### config.mk
export PLATFORM = sky130hd
export DESIGN_NAME = bitmap_page_allocator_top
export DESIGN_NICKNAME = d
export VERILOG_FILES = /design/src/rtl/bpa_pkg.sv /design/src/rtl/bitmap_page_allocator_top.sv /design/src/rtl/bpa_datapath.sv /design/src/rtl/bpa_ctrl.sv
export VERILOG_INCLUDE_DIRS = /design/src /design/src/rtl
export SDC_FILE = /design/constraint.sdc
export NUM_CORES = 2
export LEC_CHECK = 0
export BUFFER_PORTS_ARGS = -buffer_cell sky130_fd_sc_hd__buf_2
export CAP_MARGIN = 0
export CORE_MARGIN = 10
export CORE_UTILIZATION = 55
export CTS_CLUSTER_DIAMETER = 60
export DETAILED_ROUTE_END_ITERATION = 8
export PLACE_DENSITY = 0.75
export SETUP_SLACK_MARGIN = 0.1
export SLEW_MARGIN = 20
export SYNTH_ARGS = -nofsm -noshare
export SYNTH_HDL_FRONTEND = slang
export SYNTH_SLANG_ARGS = --single-unit
### constraint.sdc
create_clock -name aclk -period 5.55 [get_ports aclk]
set_input_delay 0 -clock aclk [delete_from_list [all_inputs] [get_ports aclk]]
set_output_delay 0 -clock aclk [all_outputs]
set_load 0.02 [all_outputs]
### src/rtl/bitmap_page_allocator_top_defines.svh
// assertion macros for the bitmap page allocator
// no dependencies
`ifndef BITMAP_PAGE_ALLOCATOR_TOP_DEFINES_SVH
`define BITMAP_PAGE_ALLOCATOR_TOP_DEFINES_SVH
`define BPA_ASSERT_IMP(lbl, clk, rstn, a, c) \
    lbl: assert property (@(posedge clk) disable iff (!rstn) (a) |-> (c)) else $error("lbl");
`define BPA_ASSERT_NXT(lbl, clk, rstn, a, c) \
    lbl: assert property (@(posedge clk) disable iff (!rstn) (a) |=> (c)) else $error("lbl");
`endif

### src/rtl/bpa_pkg.sv
// shared types and constants for the bitmap page allocator
// no dependencies
package bpa_pkg;
    localparam int MaxPages = 4096;
    localparam int WordBits = 32;
    localparam int NumWords = MaxPages / WordBits;
    localparam int AddrW = $clog2(NumWords);
    localparam int BitW = $clog2(WordBits);
    localparam int PageW = $clog2(MaxPages);
    localparam int CntW = 13;

    localparam logic [1:0] FuncAlloc   = 2'd0;
    localparam logic [1:0] FuncFree    = 2'd1;
    localparam logic [1:0] FuncReserve = 2'd2;
    localparam logic [1:0] FuncRelease = 2'd3;

    localparam logic [1:0] StOk      = 2'd0;
    localparam logic [1:0] StOom     = 2'd1;
    localparam logic [1:0] StInvalid = 2'd2;
    localparam logic [1:0] StDouble  = 2'd3;

    localparam logic [0:0] CfgNumPages = 1'b0;
    localparam logic [0:0] CfgBasePage = 1'b1;

    // controller -> datapath commands
    typedef struct packed {
        logic load;       // capture request
        logic init_step;  // fill one bitmap word with ones after reset
        logic mem_rd;     // read the word holding the current page
        logic mem_wr;     // write the current word back
        logic scan_step;  // alloc scan one page
        logic walk_step;  // range op one page
        logic fill_init;  // start fill of found run
        logic cnt_add;
        logic cnt_sub;
        logic out_load;
        logic [1:0] out_status;
        logic out_page_sel;
    } bpa_cmd_t;

    // datapath -> controller status
    typedef struct packed {
        logic [1:0] func;
        logic zero_cnt;
        logic range_bad;
        logic below_base;
        logic scan_found;
        logic scan_past;
        logic scan_last;
        logic word_end;
        logic init_last;
        logic walk_last;
        logic walk_hit_free;
    } bpa_stat_t;
endpackage

### src/rtl/bitmap_page_allocator_top.sv
// top level of the bitmap page allocator: controller plus datapath
// depends on bpa_pkg, bpa_ctrl, bpa_datapath and the defines header
//
// usage:
//   input channel s_valid/s_ready carries s_func, s_start_page, s_count.
//   result channel m_valid/m_ready carries m_status, m_page, m_used_pages.
//   config writes through cfg_we/cfg_index/cfg_data while idle:
//   index 0 num_pages, index 1 base_page.
//   one word in, one result word out. a rejected request goes from the
//   check straight to the result; a range op reads each bitmap word that it
//   touches, walks its pages and writes the word back; an allocate scans
//   from page 0 for a free run of count pages, then fills it as a range op.
//   the bitmap is a 128 x 32 memory walked one page per cycle, apart from
//   the read of each word before its pages are walked.
//   one request is worked at a time; the next is taken the cycle after the
//   result is handed over.
//   reset clears the counter and loads num_pages=4096, base_page=256, then a
//   pass over all 128 words marks every page used while s_ready stays low.
//   a stalled receiver holds the result in the output register and no new
//   word is taken until it is read.
`include "bitmap_page_allocator_top_defines.svh"
module bitmap_page_allocator_top (
    input  logic                        aclk,
    input  logic                        aresetn,
    input  logic                        cfg_we,
    input  logic [0:0]                  cfg_index,
    input  logic [bpa_pkg::CntW-1:0]    cfg_data,
    input  logic                        s_valid,
    output logic                        s_ready,
    input  logic [1:0]                  s_func,
    input  logic [bpa_pkg::PageW-1:0]   s_start_page,
    input  logic [bpa_pkg::CntW-1:0]    s_count,
    output logic                        m_valid,
    input  logic                        m_ready,
    output logic [1:0]                  m_status,
    output logic [bpa_pkg::PageW-1:0]   m_page,
    output logic [bpa_pkg::CntW-1:0]    m_used_pages
);
    bpa_pkg::bpa_cmd_t  cmd;
    bpa_pkg::bpa_stat_t stat;

    bpa_ctrl u_ctrl (
        .aclk(aclk), .aresetn(aresetn),
        .s_valid(s_valid), .s_ready(s_ready),
        .m_valid(m_valid), .m_ready(m_ready),
        .stat(stat), .cmd(cmd)
    );

    bpa_datapath u_dp (
        .aclk(aclk), .aresetn(aresetn),
        .cfg_we(cfg_we), .cfg_idx(cfg_index), .cfg_data(cfg_data),
        .in_func(s_func), .in_start(s_start_page), .in_count(s_count),
        .cmd(cmd), .stat(stat),
        .out_status(m_status), .out_page(m_page), .out_used(m_used_pages)
    );

    `BPA_ASSERT_IMP(a_ready_excl, aclk, aresetn, s_ready, !m_valid)
    `BPA_ASSERT_NXT(a_hold, aclk, aresetn, m_valid && !m_ready, m_valid && $stable(m_status))
    `BPA_ASSERT_IMP(a_page_zero, aclk, aresetn, m_valid && m_status != bpa_pkg::StOk, m_page == '0)
endmodule

### src/rtl/bpa_datapath.sv
// datapath: page bitmap, request registers, scan/walk pointers, counter
// depends on bpa_pkg
module bpa_datapath (
    input  logic                           aclk,
    input  logic                           aresetn,
    input  logic                           cfg_we,
    input  logic [0:0]                     cfg_idx,
    input  logic [bpa_pkg::CntW-1:0]       cfg_data,
    input  logic [1:0]                     in_func,
    input  logic [bpa_pkg::PageW-1:0]      in_start,
    input  logic [bpa_pkg::CntW-1:0]       in_count,
    input  bpa_pkg::bpa_cmd_t              cmd,
    output bpa_pkg::bpa_stat_t             stat,
    output logic [1:0]                     out_status,
    output logic [bpa_pkg::PageW-1:0]      out_page,
    output logic [bpa_pkg::CntW-1:0]       out_used
);
    localparam int PW = bpa_pkg::PageW;
    localparam int CW = bpa_pkg::CntW;
    localparam int BW = bpa_pkg::BitW;

    // bitmap held as a word memory, 1 = used; the current word sits in word_reg
    logic [bpa_pkg::WordBits-1:0] map_mem [bpa_pkg::NumWords];
    logic [bpa_pkg::WordBits-1:0] word_reg;
    logic [bpa_pkg::WordBits-1:0] word_mod;
    logic [bpa_pkg::WordBits-1:0] mem_wdata;
    logic [CW-1:0] num_pages_reg, base_reg, used_reg;
    logic [1:0] func_reg;
    logic [PW-1:0] start_reg;
    logic [CW-1:0] count_reg;
    logic [CW-1:0] ptr_reg;   // scan position or walk position
    logic [CW-1:0] run_reg;   // free run length
    logic [PW-1:0] first_reg;
    logic [CW-1:0] eff_pages;
    logic [CW:0] end_sum;
    logic cur_used;
    logic walk_val;
    logic [PW-1:0] ptr_idx;
    logic [bpa_pkg::AddrW-1:0] word_idx;
    logic [BW-1:0] bit_idx;
    logic [CW:0] add_s;

    assign eff_pages = (num_pages_reg > CW'(bpa_pkg::MaxPages)) ?
                       CW'(bpa_pkg::MaxPages) : num_pages_reg;
    assign end_sum = {2'b0, start_reg} + {1'b0, count_reg};
    assign ptr_idx = ptr_reg[PW-1:0];
    assign word_idx = ptr_reg[PW-1:BW];
    assign bit_idx = ptr_reg[BW-1:0];
    assign cur_used = word_reg[bit_idx];
    assign walk_val = (func_reg == bpa_pkg::FuncReserve);

    assign stat.func = func_reg;
    assign stat.zero_cnt = (count_reg == '0);
    assign stat.range_bad = (end_sum > {1'b0, eff_pages});
    assign stat.below_base = ({1'b0, start_reg} < base_reg);
    assign stat.scan_found = !cur_used && (run_reg + CW'(1) == count_reg);
    assign stat.scan_past = (ptr_reg >= eff_pages);
    assign stat.scan_last = (ptr_reg + CW'(1) >= eff_pages);
    assign stat.word_end = (bit_idx == '1);
    assign stat.init_last = (word_idx == '1);
    assign stat.walk_last = (ptr_reg + CW'(1) == end_sum[CW-1:0]);
    assign stat.walk_hit_free = !cur_used;

    assign add_s = {1'b0, used_reg} + {1'b0, count_reg};

    always_comb begin
        word_mod = word_reg;
        if (cmd.walk_step) word_mod[bit_idx] = walk_val;
    end
    assign mem_wdata = cmd.init_step ? '1 : word_mod;

    always_ff @(posedge aclk) begin
        if (cmd.mem_wr || cmd.init_step) map_mem[word_idx] <= mem_wdata;
        if (cmd.mem_rd) word_reg <= map_mem[word_idx];
        else word_reg <= word_mod;
    end

    always_ff @(posedge aclk) begin
        if (!aresetn) begin
            used_reg <= '0;
            ptr_reg <= '0;
            num_pages_reg <= CW'(4096);
            base_reg <= CW'(256);
        end else begin
            if (cfg_we) begin
                if (cfg_idx == bpa_pkg::CfgNumPages) num_pages_reg <= cfg_data;
                else base_reg <= {1'b0, cfg_data[PW-1:0]};
            end
            if (cmd.init_step) ptr_reg <= ptr_reg + CW'(bpa_pkg::WordBits);
            if (cmd.load) begin
                func_reg <= in_func;
                start_reg <= in_start;
                count_reg <= in_count;
                ptr_reg <= (in_func == bpa_pkg::FuncAlloc) ? '0 : {1'b0, in_start};
                run_reg <= '0;
            end
            if (cmd.scan_step) begin
                if (!cur_used) begin
                    if (run_reg == '0) first_reg <= ptr_idx;
                    run_reg <= run_reg + CW'(1);
                end else begin
                    run_reg <= '0;
                end
                ptr_reg <= ptr_reg + CW'(1);
            end
            if (cmd.fill_init) begin
                ptr_reg <= (run_reg == '0) ? {1'b0, ptr_idx} : {1'b0, first_reg};
                start_reg <= (run_reg == '0) ? ptr_idx : first_reg;
                first_reg <= (run_reg == '0) ? ptr_idx : first_reg;
                func_reg <= bpa_pkg::FuncReserve;
            end
            if (cmd.walk_step) ptr_reg <= ptr_reg + CW'(1);
            if (cmd.cnt_add) used_reg <= add_s[CW] ? '1 : add_s[CW-1:0];
            if (cmd.cnt_sub) used_reg <= (count_reg > used_reg) ? '0 : used_reg - count_reg;
            if (cmd.out_load) begin
                out_status <= cmd.out_status;
                out_page <= cmd.out_page_sel ? first_reg : '0;
            end
        end
    end
    assign out_used = used_reg;
endmodule

### src/rtl/bpa_ctrl.sv
// controller state machine for the bitmap page allocator
// depends on bpa_pkg
module bpa_ctrl (
    input  logic               aclk,
    input  logic               aresetn,
    input  logic               s_valid,
    output logic               s_ready,
    output logic               m_valid,
    input  logic               m_ready,
    input  bpa_pkg::bpa_stat_t stat,
    output bpa_pkg::bpa_cmd_t  cmd
);
    typedef enum logic [2:0] {
        S_INIT, S_IDLE, S_CHECK, S_SFETCH, S_SCAN, S_WFETCH, S_WALK, S_OUT
    } state_t;
    state_t state_reg, state_next;
    logic m_valid_reg, m_valid_next;
    logic is_alloc_fill_reg, is_alloc_fill_next;

    // no new word while the previous result waits in the output register
    assign s_ready = (state_reg == S_IDLE) && !m_valid_reg;
    assign m_valid = m_valid_reg;

    always_comb begin
        state_next = state_reg;
        m_valid_next = m_valid_reg;
        is_alloc_fill_next = is_alloc_fill_reg;
        cmd = '0;
        if (m_valid_reg && m_ready) m_valid_next = 1'b0;
        case (state_reg)
            S_INIT: begin
                cmd.init_step = 1'b1;
                if (stat.init_last) state_next = S_IDLE;
            end
            S_IDLE: begin
                if (s_valid && s_ready) begin
                    cmd.load = 1'b1;
                    state_next = S_CHECK;
                end
            end
            S_CHECK: begin
                is_alloc_fill_next = 1'b0;
                if (stat.func == bpa_pkg::FuncAlloc) begin
                    if (stat.zero_cnt) begin
                        cmd.out_load = 1'b1;
                        cmd.out_status = bpa_pkg::StOom;
                        state_next = S_OUT;
                    end else begin
                        state_next = S_SFETCH;
                    end
                end else if (stat.zero_cnt || stat.range_bad ||
                             (stat.func == bpa_pkg::FuncFree && stat.below_base)) begin
                    cmd.out_load = 1'b1;
                    cmd.out_status = bpa_pkg::StInvalid;
                    state_next = S_OUT;
                end else begin
                    state_next = S_WFETCH;
                end
            end
            S_SFETCH: begin
                cmd.mem_rd = 1'b1;
                state_next = S_SCAN;
            end
            S_SCAN: begin
                if (stat.scan_past) begin
                    // empty page range
                    cmd.out_load = 1'b1;
                    cmd.out_status = bpa_pkg::StOom;
                    state_next = S_OUT;
                end else if (stat.scan_found) begin
                    cmd.fill_init = 1'b1;
                    is_alloc_fill_next = 1'b1;
                    state_next = S_WFETCH;
                end else if (stat.scan_last) begin
                    cmd.out_load = 1'b1;
                    cmd.out_status = bpa_pkg::StOom;
                    state_next = S_OUT;
                end else begin
                    cmd.scan_step = 1'b1;
                    if (stat.word_end) state_next = S_SFETCH;
                end
            end
            S_WFETCH: begin
                cmd.mem_rd = 1'b1;
                state_next = S_WALK;
            end
            S_WALK: begin
                if (stat.func == bpa_pkg::FuncFree && stat.walk_hit_free) begin
                    // keep the pages already cleared in this word
                    cmd.mem_wr = 1'b1;
                    cmd.out_load = 1'b1;
                    cmd.out_status = bpa_pkg::StDouble;
                    state_next = S_OUT;
                end else begin
                    cmd.walk_step = 1'b1;
                    if (stat.walk_last) begin
                        cmd.mem_wr = 1'b1;
                        cmd.out_load = 1'b1;
                        cmd.out_status = bpa_pkg::StOk;
                        cmd.out_page_sel = is_alloc_fill_reg;
                        cmd.cnt_add = (stat.func == bpa_pkg::FuncReserve);
                        cmd.cnt_sub = (stat.func == bpa_pkg::FuncFree);
                        state_next = S_OUT;
                    end else if (stat.word_end) begin
                        cmd.mem_wr = 1'b1;
                        state_next = S_WFETCH;
                    end
                end
            end
            S_OUT: begin
                m_valid_next = 1'b1;
                state_next = S_IDLE;
            end
            default: state_next = S_IDLE;
        endcase
    end

    always_ff @(posedge aclk) begin
        if (!aresetn) begin
            state_reg <= S_INIT;
            m_valid_reg <= 1'b0;
            is_alloc_fill_reg <= 1'b0;
        end else begin
            state_reg <= state_next;
            m_valid_reg <= m_valid_next;
            is_alloc_fill_reg <= is_alloc_fill_next;
        end
    end
endmodule
After elaboration in Yosys (flattened, before gate mapping)
Memories as Yosys holds them, arrays and structs flattened. A register that Yosys moved wholly into a read port is not among the register bits.
Index checks and enable logic that the tools add are counted.
{ "word_totals": {"reg_bits": 154, "out_inout_bits": 29, "memories": 1, "in_bits": 46, "elab_cells": 170, "ram_bits": 4096} }
{ "classes": {"n_reduce_logical": 35, "add_sub_neg": 6, "n_eq_ne": 21, "bitwise_logic": 1, "n_mux": 82, "order_cmp": 8} }
{ "mem_list": {"columns": ["memory", "words", "word_bits", "read_ports", "rd_clocked_by_memory_dff", "wr", "line", "source"], "rows": [
  ["u_dp.map_mem", 128, 32, 1, 1, 1, "bpa_datapath.sv:23", "logic [bpa_pkg::WordBits-1:0] map_mem [bpa_pkg::NumWords];"]
]} }
{ "op_table": {"columns": ["operator", "n"], "rows": [
  ["$mux W13", 13],
  ["$mux W12", 8],
  ["$mux W32", 3],
  ["$mux W3", 18],
  ["$bwmux W32", 1],
  ["$mux W1", 27],
  ["$add A13 B1 Y13 const B", 2],
  ["$eq A13 B13 Y1", 2],
  ["$ge A13 B13 Y1", 2],
  ["$logic_not A13 Y1", 2],
  ["$pmux W3 S8", 1],
  ["$add A12 B13 Y14", 1],
  ["$add A13 B13 Y14", 1],
  ["$gt A14 B13 Y1", 1],
  ["$mux W7", 2],
  ["$reduce_and A2 Y1", 7],
  ["$add A13 B6 Y13 const B", 1],
  ["$gt A13 B13 Y1", 1],
  ["$gt A13 B13 Y1 const B", 1],
  ["$sub A13 B13 Y13", 1],
  ["$eq A3 B3 Y1 const B", 4],
  ["$lt A12 B12 Y1", 1],
  ["$reduce_bool A2 Y1", 6],
  ["$ne A2 B2 Y1 const B", 5],
  ["27 further kinds", 42]
]} }

Longest topological paths before layout
{ "logic_depth": {"ltp_word": 12, "ltp_mapped": 17, "mapped_depth_nobuf": 16} }

Cells and area by module
A second synthesis with hierarchy kept.
{ "unflattened": {"cells_unflattened": 7907, "area_unflattened_um2": 167961.1} }
{ "modules_own_cells": {"columns": ["mod", "area_each_um2", "instances", "cells_each", "seq_area_each_um2"], "rows": [
  ["bpa_datapath", 167436.8, 1, 7827, 126781.6],
  ["bpa_ctrl", 524.3, 1, 80, 100.1]
]} }

Worst setup path before layout
OpenSTA, ideal clock, no wires.
{ "synth_path": {"kind": "reg-to-reg", "start": "register u_dp.count_reg[0]", "end": "register u_dp.out_page[0] (netlist name) (enable)", "required_time_ps": 5087, "period_less_slack_ps": 5944, "stages_incl_launch_ff": 17, "setup_ps": 463, "slack_ps": -394, "n_path_buf": 0, "t_arrival_ps": 5481, "path_cell_list": "edfxtp_1 -> ha_1 -> fa_1 -> a21o_1 -> a22o_1 -> o311ai_0 -> a21oi_1 -> xnor2_1 -> ha_1 -> nand3_1 -> nor4_1 -> a21oi_1 -> a21oi_1 -> and3_1 -> a21oi_1 -> a32oi_1 -> a2111oi_0"} }
{ "synth_between": {"elab_chain_len": 8, "elab_cells_between_ends": 17, "cone_classes": "1 x add/sub; 1 x order compare; 2 x eq/ne; 8 x mux; 5 x reduce/logical"} }
{ "synth_rtl": {"columns": ["item", "line", "source"], "rows": [
  ["start, declared", "bpa_datapath.sv:30", "logic [CW-1:0] count_reg;"],
  ["start signal, assigned", "bpa_datapath.sv:93", "count_reg <= in_count;"],
  ["$add A12 B13 Y14", "bpa_datapath.sv:45", "assign end_sum = {2'b0, start_reg} + {1'b0, count_reg};"],
  ["$gt A14 B13 Y1", "bpa_datapath.sv:54", "assign stat.range_bad = (end_sum > {1'b0, eff_pages});"],
  ["$logic_or A1 B1 Y1 (2 in a row)", "bpa_ctrl.sv:51", "end else if (stat.zero_cnt || stat.range_bad ||"],
  ["$mux W3", "bpa_ctrl.sv:51", null],
  ["$mux W3", "bpa_ctrl.sv:43", "if (stat.func == bpa_pkg::FuncAlloc) begin"],
  ["$pmux W3 S3 (*)", "bpa_ctrl.sv:30", "case (state_reg)"],
  ["$reduce_and A2 Y1 (no source line) (*)", null, null],
  ["end signal, assigned", "bpa_datapath.sv:117", "out_page <= cmd.out_page_sel ? first_reg : '0;"],
  ["end, declared", "bpa_datapath.sv:15", "output logic [bpa_pkg::PageW-1:0] out_page,"]
]} }
Every way passes the cells marked *; elsewhere a longest branch is shown, timed or not.
A chain may end at the register's enable or synchronous reset.

Worst setup path after layout
{ "layout_path": {"start": "register u_dp.count_reg[0]", "end": "memory u_dp.map_mem[124][30] (netlist name) (enable)"} }
{ "layout_between": {"elab_chain_len": 8} }
{ "layout_rtl": {"columns": ["item", "line", "source"], "rows": [
  ["$add A12 B13 Y14", "bpa_datapath.sv:45", null],
  ["$eq A13 B13 Y1", "bpa_datapath.sv:61", "assign stat.walk_last = (ptr_reg + CW'(1) == end_sum[CW-1:0]);"],
  ["$mux W1", "bpa_ctrl.sv:96", "if (stat.walk_last) begin"],
  ["$mux W1", "bpa_ctrl.sv:88", "if (stat.func == bpa_pkg::FuncFree && stat.walk_hit_free) begin"],
  ["$mux W1", "bpa_ctrl.sv:30", null],
  ["$logic_or A1 B1 Y1", "bpa_datapath.sv:73", "if (cmd.mem_wr || cmd.init_step) map_mem[word_idx] <= mem_wdata;"],
  ["$mux W1", "bpa_datapath.sv:73", null],
  ["$mux W1 (not written as such)", "bpa_datapath.sv:73", null],
  ["end, declared", "bpa_datapath.sv:23", null]
]} }
Every way passes these cells.

==> impl_metrics.json <==
{
  "h-tree-depth": 5,
  "place_ws_ps": 439,
  "grt_pass1_wl_microns": 640000,
  "power_density_nw_per_um2": 349,
  "hpwl_microns": 259000,
  "run_status": "finished, final reports clean",
  "crit_end": "u_dp.map_mem[124][30]",
  "die_y_microns": 571,
  "r2r_slack_ps": 290,
  "cts_max_path_buffers": 4,
  "synth-edff-count": 4162,
  "gp_congestion": 0.920,
  "core_area_sq_um": 303000,
  "wl_microns": 449000,
  "fin_crit_sh": 0.948,
  "worst_pin_slew_ps": 1190,
  "antenna_found_initial": 58,
  "drtAntennaViolNets": 0,
  "yosysSeqAreaShare": 0.760,
  "required_ps": 6170,
  "worst-r2r-cell-count": 15,
  "drv_cap": 0,
  "yosys_warnings": 0,
  "critPathKind": "flop to flop",
  "critPathTopFamily": "compound AO/OA/AOI/OAI gates",
  "grtUsageTotal": 0.275,
  "dieWidth_microns": 571,
  "rows": 202,
  "drt-pass1-iter-count": 6,
  "hold_violations": 0,
  "register_area_sq_um": 127000,
  "nNetsFinal": 7909,
  "p_total_mw": 66.5,
  "crit_buf_inv": 3,
  "grt-busiest-layer": "met2",
  "fillers": 18900,
  "postCtsSetupBuffers": 0,
  "grt_use_met2": 0.419,
  "synth.net_count": 7393,
  "synthTopCellsByCount": "4162 x edfxtp_1, 1353 x mux4_2, 258 x clkbuf_1",
  "ir_drop_mv": 0.273,
  "r2r-end": "u_dp.map_mem[124][30]",
  "crit_chain": "ha_1 -> fa_1 -> a21o_1 -> a221oi_1 -> xnor2_1 -> xnor2_1 -> nor4_2 -> o2111a_1 -> a21o_1 -> a211o_1 -> buf_4 -> nand3_2 -> buf_4 -> nor2_4 -> buf_12",
  "synth_ff_type": "edfxtp_1",
  "cp.arrival_ps": 5890,
  "hp-class": "input port to flop",
  "fin_cells": 12100,
  "synth_top_family_by_area": "multiplexers",
  "cts_sinks": 4257,
  "synth_area_sq_um": 167000,
  "max_freq_ghz": 0.190,
  "grt_max_degree": 113,
  "synth_compound_area_frac": 0.0132,
  "cts_resized": 0,
  "async_reset_ff_frac": 0,
  "vias": 83100,
  "drtIter0Drc": 13400,
  "ios": 75,
  "grtUsageMet1": 0.388,
  "slew_violations": 0,
  "drive_gt1_frac": 0.315,
  "io_buffers": 74,
  "synthTopCellsByArea": "edfxtp_1 75%, mux4_2 18%, dfxtp_1 1.1%",
  "cp-end-kind": "flop",
  "p_leak_nw": 56.4,
  "reg2reg_from": "u_dp.count_reg[0]",
  "drc": 0,
  "start_util": 0.552,
  "hold-worst-slack_ps": 111,
  "clkLatencyLatePin_ps": 960,
  "area_growth_pct": 14.2,
  "critPathLaunch": "u_dp.count_reg[0]",
  "worst_slack_ps": 286,
  "synth_most_common_cell": "edfxtp_1",
  "synthSimpleGateAreaFrac": 0.0179,
  "dp.cells": 11200,
  "multi_input_area_sq_um": 39500,
  "synth_mux_area_frac": 0.186,
  "cts_tree": "built",
  "grt_pass1_vias": 82700,
  "synth_seq_cells": 4257,
  "die_area_sq_um": 326000,
  "crit_slowest_cell": "nor2_4",
  "critical_path_depth": 15,
  "cts_root_buf": "clkbuf_16",
  "max_stage_delay_ps": 540,
  "syn_area_per_cell_sq_um": 23.0,
  "ys_types": 84,
  "startpoint_type": "flop",
  "largest_reg_flops": 4096,
  "cp_max_fo": 19,
  "setup_tns_ps": 0,
  "fin_skew_ps": 74.2,
  "slew_headroom": 0.205,
  "rsz0062_at_grt": "no",
  "synth-adder-area-share": 0.00756,
  "wl_per_cell_microns": 37.2,
  "met3_usage": 0.0710,
  "dpl_cell_area_sq_um": 176000,
  "synth_cells": 7248,
  "timing.final.setup_violations": 0,
  "clk_pin_slew_ps": 70,
  "gr-total-overflow": 0,
  "cts_hold_repair.buffers": 99,
  "final_util": 0.630,
  "synth-xor-area-share": 0.00457,
  "synth_top_area_cell": "edfxtp_1",
  "synth.top_cell.area_share": 0.749,
  "via_per_inst": 6.87,
  "final_area_sq_um": 191000,
  "period_minus_slack_ps": 5260,
  "cts_buffers": 406
}
worst min-delay path, delay by kind of cell:
kind	cells	cell delay [ps]
buffers and inverters	2	720
muxes	1	220
cells in the final DEF (no fill, tap or decap), types with 12 or more instances in the layout:
| master | netlist | layout |
|---|---|---|
| o21ai_0 | 33 | 33 |
| or2_2 | 12 | 12 |
| edfxtp_1 | 4162 | 4162 |
| dfxtp_1 | 95 | 88 |
| buf_2 | 17 | 74 |
| bufinv_16 | 0 | 39 |
| a21o_1 | 25 | 25 |
| mux2i_1 | 33 | 33 |
| and2_1 | 21 | 21 |
| a211oi_1 | 41 | 41 |
| buf_12 | 0 | 158 |
| inv_1 | 58 | 58 |
| clkinvlp_4 | 0 | 12 |
| or3_1 | 13 | 12 |
| a22oi_1 | 22 | 22 |
| mux4_2 | 1353 | 1353 |
| clkbuf_16 | 0 | 415 |
| diode_2 | 0 | 20 |
| nor3_1 | 21 | 21 |
| mux2_2 | 21 | 21 |
| clkinv_1 | 0 | 90 |
| buf_4 | 3 | 165 |
| nor2_4 | 0 | 126 |
| a21oi_1 | 115 | 115 |
| xnor2_1 | 45 | 45 |
| ha_1 | 96 | 96 |
| a31oi_1 | 12 | 12 |
| nand3_1 | 44 | 44 |
| nand2_1 | 174 | 141 |
| nor2_1 | 206 | 78 |
| clkbuf_1 | 258 | 78 |
| xor2_1 | 24 | 24 |
| dlygate4sd3_1 | 0 | 99 |
| nand4_1 | 13 | 13 |
| nor2b_1 | 52 | 52 |
| clkinv_2 | 0 | 66 |
| nand2_4 | 0 | 31 |
layout make-up:
cell class | count | share of cell area
Sequential cell | 4257 | 0.666
Multi-Input combinational cell | 2542 | 0.207
Clock buffer | 499 | 0.0565
Timing Repair Buffer | 497 | 0.0304
Tap cell | 3978 | 0.0261
Clock inverter | 235 | 0.0122
Inverter | 60 | 0.00118
Antenna cell | 20 | 0.000263
kinds of logic after synthesis:
group | after synthesis
AOI/OAI and AO/OA | 337
xor gates and xnor gates | 76
adders and majority gates | 99
buffers and inverters | 449
DFF | 4257
muxes | 1407
and+or+nand+nor | 623
report_power, final:
group | total (mW) | switching (mW) | internal [mW]
registers | 34.9 | 0.0871 | 34.8
logic | 4.07 | 2.28 | 1.79
clock network | 27.5 | 11.9 | 15.6
total | 66.5 | 14.3 | 52.3
worst min path at each step:
stage          slack (ps)            endpoint       startpoint  cells past startpoint
2_1_floorplan         100   u_dp.count_reg[0]       s_count[0]                      0
3_3_place_gp          180  u_dp.count_reg[12]      s_count[12]                      1
3_5_place_dp          180  u_dp.count_reg[12]      s_count[12]                      1
4_1_cts                50   u_dp.start_reg[6]  s_start_page[6]                      3
5_1_grt               120   u_dp.start_reg[8]  s_start_page[8]                      3
6_report              110   u_dp.start_reg[7]  s_start_page[7]                      3
metal layers:
layer  vias to the layer above  routed length, microns
met2                      6143                  210000
met3                       924                   57000
li1                      32000                       -
met1                     44000                  162000
met4                        28                   19600
met5                         -                     183
No activity file was read; power rests on OpenSTA's default activity.
